**src/design/tccw_pkg.sv**
```systemverilog
// Shared types, command and character codes, and defaults for the console writer.
`timescale 1ns / 1ps
`default_nettype none

package tccw_pkg;

   localparam int CMD_W  = 3;
   localparam int CHAR_W = 8;
   localparam int ATTR_W = 8;
   localparam int ROW_W  = 5;
   localparam int COL_W  = 7;
   localparam int ADDR_W = 11;

   localparam int DEF_SCREEN_COLS = 80;
   localparam int DEF_SCREEN_ROWS = 25;
   localparam int DEF_TAB_STEP    = 4;

   typedef logic [CMD_W-1:0]  cmd_type;
   typedef logic [CHAR_W-1:0] char_type;
   typedef logic [ATTR_W-1:0] attr_type;
   typedef logic [ROW_W-1:0]  row_type;
   typedef logic [COL_W-1:0]  col_type;
   typedef logic [ADDR_W-1:0] addr_type;

   localparam cmd_type CMD_PUT      = 3'd0;
   localparam cmd_type CMD_PUT_ATTR = 3'd1;
   localparam cmd_type CMD_SET_ATTR = 3'd2;
   localparam cmd_type CMD_CLEAR    = 3'd3;
   localparam cmd_type CMD_MOVE     = 3'd4;

   localparam char_type CH_NUL = 8'd0;
   localparam char_type CH_BS  = 8'd8;
   localparam char_type CH_TAB = 8'd9;
   localparam char_type CH_LF  = 8'd10;
   localparam char_type CH_CR  = 8'd13;

   localparam attr_type ATTR_RESET   = 8'h0E;
   localparam attr_type ATTR_DEFAULT = 8'h0A;

   // Flags produced by one character step.
   typedef struct packed {
      logic write_en;
      logic screen_clr;
   } step_flags_type;

endpackage

`default_nettype wire

```
**src/design/tccw_if.sv**
```systemverilog
// Request and response channel interfaces of the console writer.
`timescale 1ns / 1ps
`default_nettype none

interface tccw_req_if;
   import tccw_pkg::*;

   logic     valid;
   logic     ready;
   cmd_type  cmd;
   char_type ch;
   attr_type attr;
   row_type  row;
   col_type  col;

   modport source (output valid, cmd, ch, attr, row, col, input ready);
   modport sink (input valid, cmd, ch, attr, row, col, output ready);
endinterface

interface tccw_rsp_if;
   import tccw_pkg::*;

   logic     valid;
   logic     ready;
   logic     write_en;
   addr_type cell_addr;
   char_type cell_char;
   attr_type cell_attr;
   logic     screen_clr;
   row_type  cursor_row;
   col_type  cursor_col;
   addr_type cursor_loc;

   modport source (output valid, write_en, cell_addr, cell_char, cell_attr, screen_clr,
                   cursor_row, cursor_col, cursor_loc, input ready);
   modport sink (input valid, write_en, cell_addr, cell_char, cell_attr, screen_clr,
                 cursor_row, cursor_col, cursor_loc, output ready);
endinterface

`default_nettype wire

```
**src/design/text_console_cursor_writer.sv**
```systemverilog
// Text console cursor writer: top level with cursor state and the response register.
//
// One command beat is taken every clock cycle while responses drain; its response
// beat appears in the cycle after acceptance, held until taken. The cursor row,
// column and attribute update in the same cycle that a beat is accepted, so the next
// beat may follow immediately; the response register lets a new beat enter in the
// cycle the previous response is taken, and the request side stalls only when that
// register is full and not being drained. The sustained rate of one beat per cycle
// while responses drain is set by the cursor update loop. Each response carries the
// optional cell write, the optional screen clear and the new cursor location.
`timescale 1ns / 1ps
`default_nettype none

module text_console_cursor_writer #(
   parameter int SCREEN_COLS = tccw_pkg::DEF_SCREEN_COLS,
   parameter int SCREEN_ROWS = tccw_pkg::DEF_SCREEN_ROWS,
   parameter int TAB_STEP    = tccw_pkg::DEF_TAB_STEP
) (
   input wire logic  clock,
   input wire logic  reset,
   tccw_req_if.sink   req_chan,
   tccw_rsp_if.source rsp_chan
);
   import tccw_pkg::*;

   localparam int ROW_IW = ($clog2(SCREEN_ROWS) > ROW_W) ? $clog2(SCREEN_ROWS) : ROW_W;
   localparam int COL_IW = ($clog2(SCREEN_COLS) > COL_W) ? $clog2(SCREEN_COLS) : COL_W;

   logic [ROW_IW-1:0] cur_row_ff, cur_row_in;
   logic [COL_IW-1:0] cur_col_ff, cur_col_in;
   attr_type          cur_attr_ff, cur_attr_in;

   step_flags_type    flags;
   logic [ROW_IW-1:0] wr_row;
   logic [COL_IW-1:0] wr_col;
   addr_type          wr_loc;
   addr_type          cur_loc;

   logic     out_valid_ff;
   logic     write_en_ff;
   addr_type cell_addr_ff;
   char_type cell_char_ff;
   attr_type cell_attr_ff;
   logic     screen_clr_ff;
   row_type  cursor_row_ff;
   col_type  cursor_col_ff;
   addr_type cursor_loc_ff;

   logic accept;

   tccw_step #(
      .SCREEN_COLS(SCREEN_COLS),
      .SCREEN_ROWS(SCREEN_ROWS),
      .TAB_STEP   (TAB_STEP),
      .ROW_IW     (ROW_IW),
      .COL_IW     (COL_IW)
   ) u_step (
      .cmd     (req_chan.cmd),
      .ch      (req_chan.ch),
      .attr    (req_chan.attr),
      .row     (req_chan.row),
      .col     (req_chan.col),
      .cur_row (cur_row_ff),
      .cur_col (cur_col_ff),
      .cur_attr(cur_attr_ff),
      .nxt_row (cur_row_in),
      .nxt_col (cur_col_in),
      .nxt_attr(cur_attr_in),
      .flags   (flags),
      .wr_row  (wr_row),
      .wr_col  (wr_col)
   );

   tccw_loc #(
      .SCREEN_COLS(SCREEN_COLS),
      .SCREEN_ROWS(SCREEN_ROWS),
      .ROW_IW     (ROW_IW),
      .COL_IW     (COL_IW)
   ) u_wr_loc (
      .row(wr_row),
      .col(wr_col),
      .loc(wr_loc)
   );

   tccw_loc #(
      .SCREEN_COLS(SCREEN_COLS),
      .SCREEN_ROWS(SCREEN_ROWS),
      .ROW_IW     (ROW_IW),
      .COL_IW     (COL_IW)
   ) u_cur_loc (
      .row(cur_row_in),
      .col(cur_col_in),
      .loc(cur_loc)
   );

   assign req_chan.ready = (!out_valid_ff || rsp_chan.ready) && !reset;
   assign accept         = req_chan.valid && req_chan.ready;

   always_ff @(posedge clock) begin
      if (reset) begin
         cur_row_ff   <= '0;
         cur_col_ff   <= '0;
         cur_attr_ff  <= ATTR_RESET;
         out_valid_ff <= 1'b0;
      end else if (accept) begin
         cur_row_ff   <= cur_row_in;
         cur_col_ff   <= cur_col_in;
         cur_attr_ff  <= cur_attr_in;
         out_valid_ff <= 1'b1;
      end else if (rsp_chan.ready) begin
         out_valid_ff <= 1'b0;
      end
   end

   // Response payload; write fields read as zero when no cell is written.
   always_ff @(posedge clock) begin
      if (accept) begin
         write_en_ff   <= flags.write_en;
         screen_clr_ff <= flags.screen_clr;
         cell_addr_ff  <= flags.write_en ? wr_loc : '0;
         cell_char_ff  <= flags.write_en ? req_chan.ch : '0;
         cell_attr_ff  <= flags.write_en ? cur_attr_in : '0;
         cursor_row_ff <= ROW_W'(cur_row_in);
         cursor_col_ff <= COL_W'(cur_col_in);
         cursor_loc_ff <= cur_loc;
      end
   end

   assign rsp_chan.valid      = out_valid_ff;
   assign rsp_chan.write_en   = write_en_ff;
   assign rsp_chan.cell_addr  = cell_addr_ff;
   assign rsp_chan.cell_char  = cell_char_ff;
   assign rsp_chan.cell_attr  = cell_attr_ff;
   assign rsp_chan.screen_clr = screen_clr_ff;
   assign rsp_chan.cursor_row = cursor_row_ff;
   assign rsp_chan.cursor_col = cursor_col_ff;
   assign rsp_chan.cursor_loc = cursor_loc_ff;

endmodule

`default_nettype wire

```
**src/design/tccw_loc.sv**
```systemverilog
// Linear cell index row*SCREEN_COLS+col, truncated to the address field.
`timescale 1ns / 1ps
`default_nettype none

module tccw_loc #(
   parameter int SCREEN_COLS = tccw_pkg::DEF_SCREEN_COLS,
   parameter int SCREEN_ROWS = tccw_pkg::DEF_SCREEN_ROWS,
   parameter int ROW_IW = ($clog2(SCREEN_ROWS) > tccw_pkg::ROW_W) ?
                          $clog2(SCREEN_ROWS) : tccw_pkg::ROW_W,
   parameter int COL_IW = ($clog2(SCREEN_COLS) > tccw_pkg::COL_W) ?
                          $clog2(SCREEN_COLS) : tccw_pkg::COL_W
) (
   input  wire logic [ROW_IW-1:0] row,
   input  wire logic [COL_IW-1:0] col,
   output tccw_pkg::addr_type     loc
);
   import tccw_pkg::*;

   localparam int LOC_IW = ROW_IW + COL_IW + 1;

   logic [LOC_IW-1:0] prod;

   // Constant multiply; synthesis reduces it to a few shifted adds.
   assign prod = LOC_IW'(row) * LOC_IW'(SCREEN_COLS) + LOC_IW'(col);
   assign loc  = ADDR_W'(prod);

endmodule

`default_nettype wire

```
**src/design/tccw_step.sv**
```systemverilog
// Next cursor and attribute state, the cell write and the screen clear for one command.
`timescale 1ns / 1ps
`default_nettype none

module tccw_step #(
   parameter int SCREEN_COLS = tccw_pkg::DEF_SCREEN_COLS,
   parameter int SCREEN_ROWS = tccw_pkg::DEF_SCREEN_ROWS,
   parameter int TAB_STEP    = tccw_pkg::DEF_TAB_STEP,
   parameter int ROW_IW = ($clog2(SCREEN_ROWS) > tccw_pkg::ROW_W) ?
                          $clog2(SCREEN_ROWS) : tccw_pkg::ROW_W,
   parameter int COL_IW = ($clog2(SCREEN_COLS) > tccw_pkg::COL_W) ?
                          $clog2(SCREEN_COLS) : tccw_pkg::COL_W
) (
   input  wire tccw_pkg::cmd_type    cmd,
   input  wire tccw_pkg::char_type   ch,
   input  wire tccw_pkg::attr_type   attr,
   input  wire tccw_pkg::row_type    row,
   input  wire tccw_pkg::col_type    col,
   input  wire logic [ROW_IW-1:0]    cur_row,
   input  wire logic [COL_IW-1:0]    cur_col,
   input  wire tccw_pkg::attr_type   cur_attr,
   output logic [ROW_IW-1:0]         nxt_row,
   output logic [COL_IW-1:0]         nxt_col,
   output tccw_pkg::attr_type        nxt_attr,
   output tccw_pkg::step_flags_type  flags,
   output logic [ROW_IW-1:0]         wr_row,
   output logic [COL_IW-1:0]         wr_col
);
   import tccw_pkg::*;

   localparam logic [ROW_IW-1:0] LastRow = ROW_IW'(SCREEN_ROWS - 1);
   localparam logic [COL_IW-1:0] LastCol = COL_IW'(SCREEN_COLS - 1);
   localparam logic [COL_IW:0]   TabLim  = (COL_IW + 1)'(SCREEN_COLS - 2);
   localparam logic [COL_IW:0]   TabInc  = (COL_IW + 1)'(TAB_STEP);
   localparam logic [ROW_IW:0]   RowsExt = (ROW_IW + 1)'(SCREEN_ROWS);
   localparam logic [COL_IW:0]   ColsExt = (COL_IW + 1)'(SCREEN_COLS);

   logic [ROW_IW:0]   row_inc;
   logic              at_bottom;
   logic [COL_IW:0]   tab_sum;
   attr_type          attr_sel;
   attr_type          attr_put;
   logic [ROW_IW-1:0] row_req;
   logic [COL_IW-1:0] col_req;

   assign row_inc   = {1'b0, cur_row} + (ROW_IW + 1)'(1);
   assign at_bottom = (row_inc >= RowsExt);
   assign tab_sum   = {1'b0, cur_col} + TabInc;
   assign attr_sel  = (cmd == CMD_PUT_ATTR) ? attr : cur_attr;
   assign attr_put  = (attr_sel == '0) ? ATTR_DEFAULT : attr_sel;
   assign row_req   = ROW_IW'(row);
   assign col_req   = COL_IW'(col);

   always_comb begin
      nxt_row  = cur_row;
      nxt_col  = cur_col;
      nxt_attr = cur_attr;
      flags    = '0;
      wr_row   = '0;
      wr_col   = '0;
      unique case (cmd)
         CMD_PUT, CMD_PUT_ATTR: begin
            nxt_attr = attr_put;
            case (ch) inside
               CH_NUL: begin
               end
               CH_LF, CH_CR: begin
                  // Leaving the last row clears and replays the newline from home.
                  if (at_bottom) begin
                     flags.screen_clr = 1'b1;
                     nxt_row = ROW_IW'(1);
                  end else begin
                     nxt_row = ROW_IW'(row_inc);
                  end
                  nxt_col = '0;
               end
               CH_TAB: begin
                  if (tab_sum >= TabLim) begin
                     nxt_col = COL_IW'(TabLim);
                  end else begin
                     nxt_col = COL_IW'(tab_sum);
                  end
               end
               CH_BS: begin
                  if (cur_col == '0) begin
                     if (cur_row == '0) begin
                        flags.screen_clr = 1'b1;
                     end else begin
                        nxt_row = cur_row - ROW_IW'(1);
                        nxt_col = LastCol;
                     end
                  end else begin
                     nxt_col = cur_col - COL_IW'(1);
                  end
               end
               default: begin
                  flags.write_en = 1'b1;
                  if (cur_col >= LastCol) begin
                     // Wrap to the next row; past the bottom the screen clears and
                     // the character lands at home.
                     if (at_bottom) begin
                        flags.screen_clr = 1'b1;
                        wr_row = '0;
                     end else begin
                        wr_row = ROW_IW'(row_inc);
                     end
                     wr_col = '0;
                  end else begin
                     wr_row = cur_row;
                     wr_col = cur_col;
                  end
                  nxt_row = wr_row;
                  nxt_col = wr_col + COL_IW'(1);
               end
            endcase
         end
         CMD_SET_ATTR: begin
            nxt_attr = attr;
         end
         CMD_CLEAR: begin
            flags.screen_clr = 1'b1;
            nxt_row = '0;
            nxt_col = '0;
         end
         CMD_MOVE: begin
            // Compare one bit wider so a screen size that fills the field still fits.
            nxt_row = ({1'b0, row_req} < RowsExt) ? row_req : LastRow;
            nxt_col = ({1'b0, col_req} < ColsExt) ? col_req : LastCol;
         end
         default: begin
         end
      endcase
   end

endmodule

`default_nettype wire

```
**src/flat_wrapper.sv**
```systemverilog
// flat-port wrapper written by rule: the top's interface ports become plain ports
module text_console_cursor_writer_flat import tccw_pkg::*;
#(
   parameter int SCREEN_COLS = tccw_pkg::DEF_SCREEN_COLS,
   parameter int SCREEN_ROWS = tccw_pkg::DEF_SCREEN_ROWS,
   parameter int TAB_STEP    = tccw_pkg::DEF_TAB_STEP
)
  (clock, reset, req_chan_valid, req_chan_cmd, req_chan_ch, req_chan_attr, req_chan_row, req_chan_col, req_chan_ready, rsp_chan_valid, rsp_chan_write_en, rsp_chan_cell_addr, rsp_chan_cell_char, rsp_chan_cell_attr, rsp_chan_screen_clr, rsp_chan_cursor_row, rsp_chan_cursor_col, rsp_chan_cursor_loc, rsp_chan_ready);
  tccw_req_if req_chan_i ();
  tccw_rsp_if rsp_chan_i ();
  input wire logic clock;
  input wire logic reset;
  input wire logic [$bits(req_chan_i.valid)-1:0] req_chan_valid;
  input wire logic [$bits(req_chan_i.cmd)-1:0] req_chan_cmd;
  input wire logic [$bits(req_chan_i.ch)-1:0] req_chan_ch;
  input wire logic [$bits(req_chan_i.attr)-1:0] req_chan_attr;
  input wire logic [$bits(req_chan_i.row)-1:0] req_chan_row;
  input wire logic [$bits(req_chan_i.col)-1:0] req_chan_col;
  output wire logic [$bits(req_chan_i.ready)-1:0] req_chan_ready;
  output wire logic [$bits(rsp_chan_i.valid)-1:0] rsp_chan_valid;
  output wire logic [$bits(rsp_chan_i.write_en)-1:0] rsp_chan_write_en;
  output wire logic [$bits(rsp_chan_i.cell_addr)-1:0] rsp_chan_cell_addr;
  output wire logic [$bits(rsp_chan_i.cell_char)-1:0] rsp_chan_cell_char;
  output wire logic [$bits(rsp_chan_i.cell_attr)-1:0] rsp_chan_cell_attr;
  output wire logic [$bits(rsp_chan_i.screen_clr)-1:0] rsp_chan_screen_clr;
  output wire logic [$bits(rsp_chan_i.cursor_row)-1:0] rsp_chan_cursor_row;
  output wire logic [$bits(rsp_chan_i.cursor_col)-1:0] rsp_chan_cursor_col;
  output wire logic [$bits(rsp_chan_i.cursor_loc)-1:0] rsp_chan_cursor_loc;
  input wire logic [$bits(rsp_chan_i.ready)-1:0] rsp_chan_ready;
  assign req_chan_i.valid = req_chan_valid;
  assign req_chan_i.cmd = req_chan_cmd;
  assign req_chan_i.ch = req_chan_ch;
  assign req_chan_i.attr = req_chan_attr;
  assign req_chan_i.row = req_chan_row;
  assign req_chan_i.col = req_chan_col;
  assign req_chan_ready = req_chan_i.ready;
  assign rsp_chan_valid = rsp_chan_i.valid;
  assign rsp_chan_write_en = rsp_chan_i.write_en;
  assign rsp_chan_cell_addr = rsp_chan_i.cell_addr;
  assign rsp_chan_cell_char = rsp_chan_i.cell_char;
  assign rsp_chan_cell_attr = rsp_chan_i.cell_attr;
  assign rsp_chan_screen_clr = rsp_chan_i.screen_clr;
  assign rsp_chan_cursor_row = rsp_chan_i.cursor_row;
  assign rsp_chan_cursor_col = rsp_chan_i.cursor_col;
  assign rsp_chan_cursor_loc = rsp_chan_i.cursor_loc;
  assign rsp_chan_i.ready = rsp_chan_ready;
  text_console_cursor_writer #(.SCREEN_COLS(SCREEN_COLS), .SCREEN_ROWS(SCREEN_ROWS), .TAB_STEP(TAB_STEP)) u_core (.clock(clock), .reset(reset), .req_chan(req_chan_i), .rsp_chan(rsp_chan_i));
endmodule
```
**config.mk**
```make
export PLATFORM = sky130hd
export DESIGN_NAME = text_console_cursor_writer_flat
export DESIGN_NICKNAME = d
export VERILOG_FILES = /design/src/design/tccw_pkg.sv /design/src/design/tccw_if.sv /design/src/design/text_console_cursor_writer.sv /design/src/design/tccw_loc.sv /design/src/design/tccw_step.sv /design/src/flat_wrapper.sv
export SDC_FILE = /design/constraint.sdc
export NUM_CORES = 1
export LEC_CHECK = 0
export BUFFER_PORTS_ARGS = -buffer_cell sky130_fd_sc_hd__buf_2
export CAP_MARGIN = 20
export CORE_MARGIN = 2
export CORE_UTILIZATION = 58
export CTS_CLUSTER_SIZE = 12
export DETAILED_ROUTE_END_ITERATION = 12
export HOLD_SLACK_MARGIN = 0.1
export PLACE_DENSITY = 0.94
export SLEW_MARGIN = 0
export SYNTH_ARGS = -nofsm -noshare
export SYNTH_HDL_FRONTEND = slang
export SYNTH_SLANG_ARGS = --single-unit
```
**constraint.sdc**
```tcl
create_clock -name clock -period 4.8 [get_ports clock]
set_input_delay 0.72 -clock clock [delete_from_list [all_inputs] [get_ports clock]]
set_output_delay 0.72 -clock clock [all_outputs]
set_load 0.03 [all_outputs]
```
==> results.json <==
{
  "io_pins": 89,
  "gr-usage-met2_pct": 59.0,
  "globalRouteMet1Util_pct": 45.7,
  "crit_required_ps": 4910,
  "drc": 0,
  "p_leak_uw": 0.00247,
  "clock-skew-final_ps": 10.7,
  "core_mm2": 0.00881,
  "reg2reg_slack_ps": 270,
  "grt_max_degree": 31,
  "cts_tree": "yes",
  "cp.arrival_ps": 4640,
  "clkTransAtPathRegs_ps": 90,
  "synth_top_area_share_pct": 27.1,
  "netlist_area_mm2": 0.00531,
  "drive_gt1_share_pct": 23.1,
  "slew_viol_final": 0,
  "io_buffers": 88,
  "fmax_ghz": 0.221,
  "ys_ff_latch": 69,
  "drt_pass1_iterations": 5,
  "period_share_pct": 94.4,
  "seq_area_mm2": 0.00186,
  "detail_route.wirelength_um": 17500,
  "fin_crit_ps": 4530,
  "postSynthAreaPerCell_um2": 8.75,
  "crit_type": "flop to flop",
  "drtIter0Drc": 658,
  "tightest_slew_ps": 713,
  "postCtsSetupBuffers": 0,
  "dp.cells": 787,
  "gp_congestion": 1.07,
  "synthFlopType": "edfxtp_1",
  "grt_pass1_wl_um": 27200,
  "min_path_type": "flop to flop",
  "gr-usage-all-layers_pct": 35.4,
  "clock_latency_ps": 360,
  "yosysMostFrequentCell": "nor2_1",
  "syn_nets": 675,
  "root_buffer": "clkbuf_8",
  "synth_edf_count": 48,
  "synth_commonest_cells": "nor2_1, edfxtp_1, nand2_1",
  "grt_util_met3_pct": 5.13,
  "vdd_drop_max_uv": 164,
  "path_max_fanout": 7,
  "endpoint_kind": "flop",
  "ctsHoldBuffers": 0,
  "viasPerCell": 6.77,
  "rows": 34,
  "setup_viol": 0,
  "nNetsFinal": 759,
  "dieWidth_um": 99.7,
  "fillers": 714,
  "hpwl_um": 13200,
  "wl_per_cell_um": 21.8,
  "fin_cells": 804,
  "ys_seq_area_share_pct": 35.0,
  "ant_nets": 0,
  "rsz0062_at_grt": "false",
  "clock_sinks": 69,
  "die_area_mm2": 0.00994,
  "num_antenna_cells": 0,
  "grt_pass1_vias": 5152,
  "clockBufferDepth": 2,
  "yosysTopAreaCell": "edfxtp_1",
  "synthTopCellsByArea": "edfxtp_1, dfxtp_1, ha_1",
  "total_power_uw": 1670,
  "hold_viol": 0,
  "htreeDepth": 3,
  "yosys_warnings": 0,
  "async_flop_share_pct": 0,
  "slew_headroom_pct": 52.3,
  "num_vias": 5444,
  "gr-total-overflow": 0,
  "syn_to_final_growth_pct": 15.2,
  "fin_tns_setup_ps": 0,
  "postCtsResizedCells": 0,
  "max_cap_viol_count": 0,
  "powerDensity_mw_per_mm2": 273,
  "die-height_um": 99.7,
  "ys_types": 80,
  "start_util_pct": 60.3,
  "cts_made_buffers": 9,
  "status": "finished clean",
  "startpoint_type": "flop",
  "antenna_found_initial": 0,
  "fin_util_pct": 69.5,
  "syn_inst": 607,
  "gr-max-usage-layer": "met2",
  "multiInputGateArea_mm2": 0.00315
}
==> path summary, 6_finish.rpt <==
check / to / cells past startpoint / start
worst max register to register: u_core.rsp_chan.cursor_loc[10]$_DFFE_PP_ / 18 / u_core.cur_col_ff[2]$_SDFFE_PP0P_
worst min register to register: u_core.cur_attr_ff[0]$_SDFFE_PP0P_ / 2 / u_core.cur_attr_ff[0]$_SDFFE_PP0P_
worst max-delay path: u_core.rsp_chan.cursor_loc[10]$_DFFE_PP_ / 18 / u_core.cur_col_ff[2]$_SDFFE_PP0P_
worst min-delay path: u_core.cur_attr_ff[0]$_SDFFE_PP0P_ / 2 / u_core.cur_attr_ff[0]$_SDFFE_PP0P_
==> per-stage QoR <==
stage	hold WS (ps)	instance area (µm²)	setup slack (ps)
3_3_place_gp	461	5880	522
4_1_cts	486	6110	309
3_5_place_dp	471	5880	328
5_1_grt	498	6120	40.8
2_1_floorplan	446	5310	837
6_report	491	6120	270
==> routing by layer <==
metal  vias to the layer above  share of wire, %
li1                       2440                 -
met1                      2552                38
met2                       388                48
met3                        64               9.9
met4                         0               4.2
met5                         -                 0
==> area by class of cell <==
type	count	share of cell area, %
Multi-Input combinational cell	470	51.5
Sequential cell	69	30.4
Timing Repair Buffer	116	10.6
Tap cell	108	2.21
Clock buffer	9	2.02
Clock inverter	7	1.68
Inverter	25	1.53
==> critical path, cell delays in order, from the launching register on <==
cell,delay (ps)
dfxtp_1,360
buf_4,180
inv_1,80
ha_1,220
or3b_1,460
o31ai_1,300
nand3_1,150
a32oi_1,250
o21ai_1,140
a31oi_1,430
ha_1,210
ha_1,180
inv_1,60
fa_1,420
or2_2,320
a211oi_1,230
nor2_1,70
a21oi_1,150
xor2_1,80
==> power breakdown <==
part	switching, µW	internal (µW)
registers	24.1	673
clock network	273	300
logic	267	131
==> flip-flops by register name, summed over array words and instances (netlist names) <==
name,cells
u_core.rsp_chan.cell_char,8
u_core.rsp_chan.valid,1
u_core.cur_col_ff,7
u_core.cur_attr_ff,8
u_core.rsp_chan.cursor_loc,7
u_core.rsp_chan.write_en,1
u_core.rsp_chan.cursor_row,5
u_core.rsp_chan.cursor_col,7
u_core.rsp_chan.screen_clr,1
u_core.cur_row_ff,5
u_core.rsp_chan.cell_attr,8
u_core.rsp_chan.cell_addr,11
==> cell usage in the layout (no fill, tap or decap), types with 9 or more instances in the layout <==
cell / instances
and2_1: 12
a21oi_1: 37
nor2_1: 57
a31oi_1: 14
ha_1: 29
nor3_1: 22
clkbuf_8: 9
nand3_1: 30
inv_1: 24
xnor2_1: 11
edfxtp_1: 48
nand2_1: 47
o21ai_0: 35
buf_4: 28
buf_2: 88
dfxtp_1: 21
==> cells by family (layout without fill, tap and decap cells) <==
| group | after synthesis | after routing | synth area share (%) |
|---|---|---|---|
| DFF | 69 | 69 | 35.0 |
| muxes | 9 | 9 | 1.72 |
| AOI/OAI and AO/OA | 171 | 171 | 22.2 |
| and+or+nand+nor | 238 | 238 | 23.9 |
| xor gates and xnor gates | 19 | 19 | 3.13 |
| adders and majority gates | 33 | 33 | 8.34 |
| buffers and inverters | 68 | 157 | 5.70 |
Power figures use the tool's default switching activity.
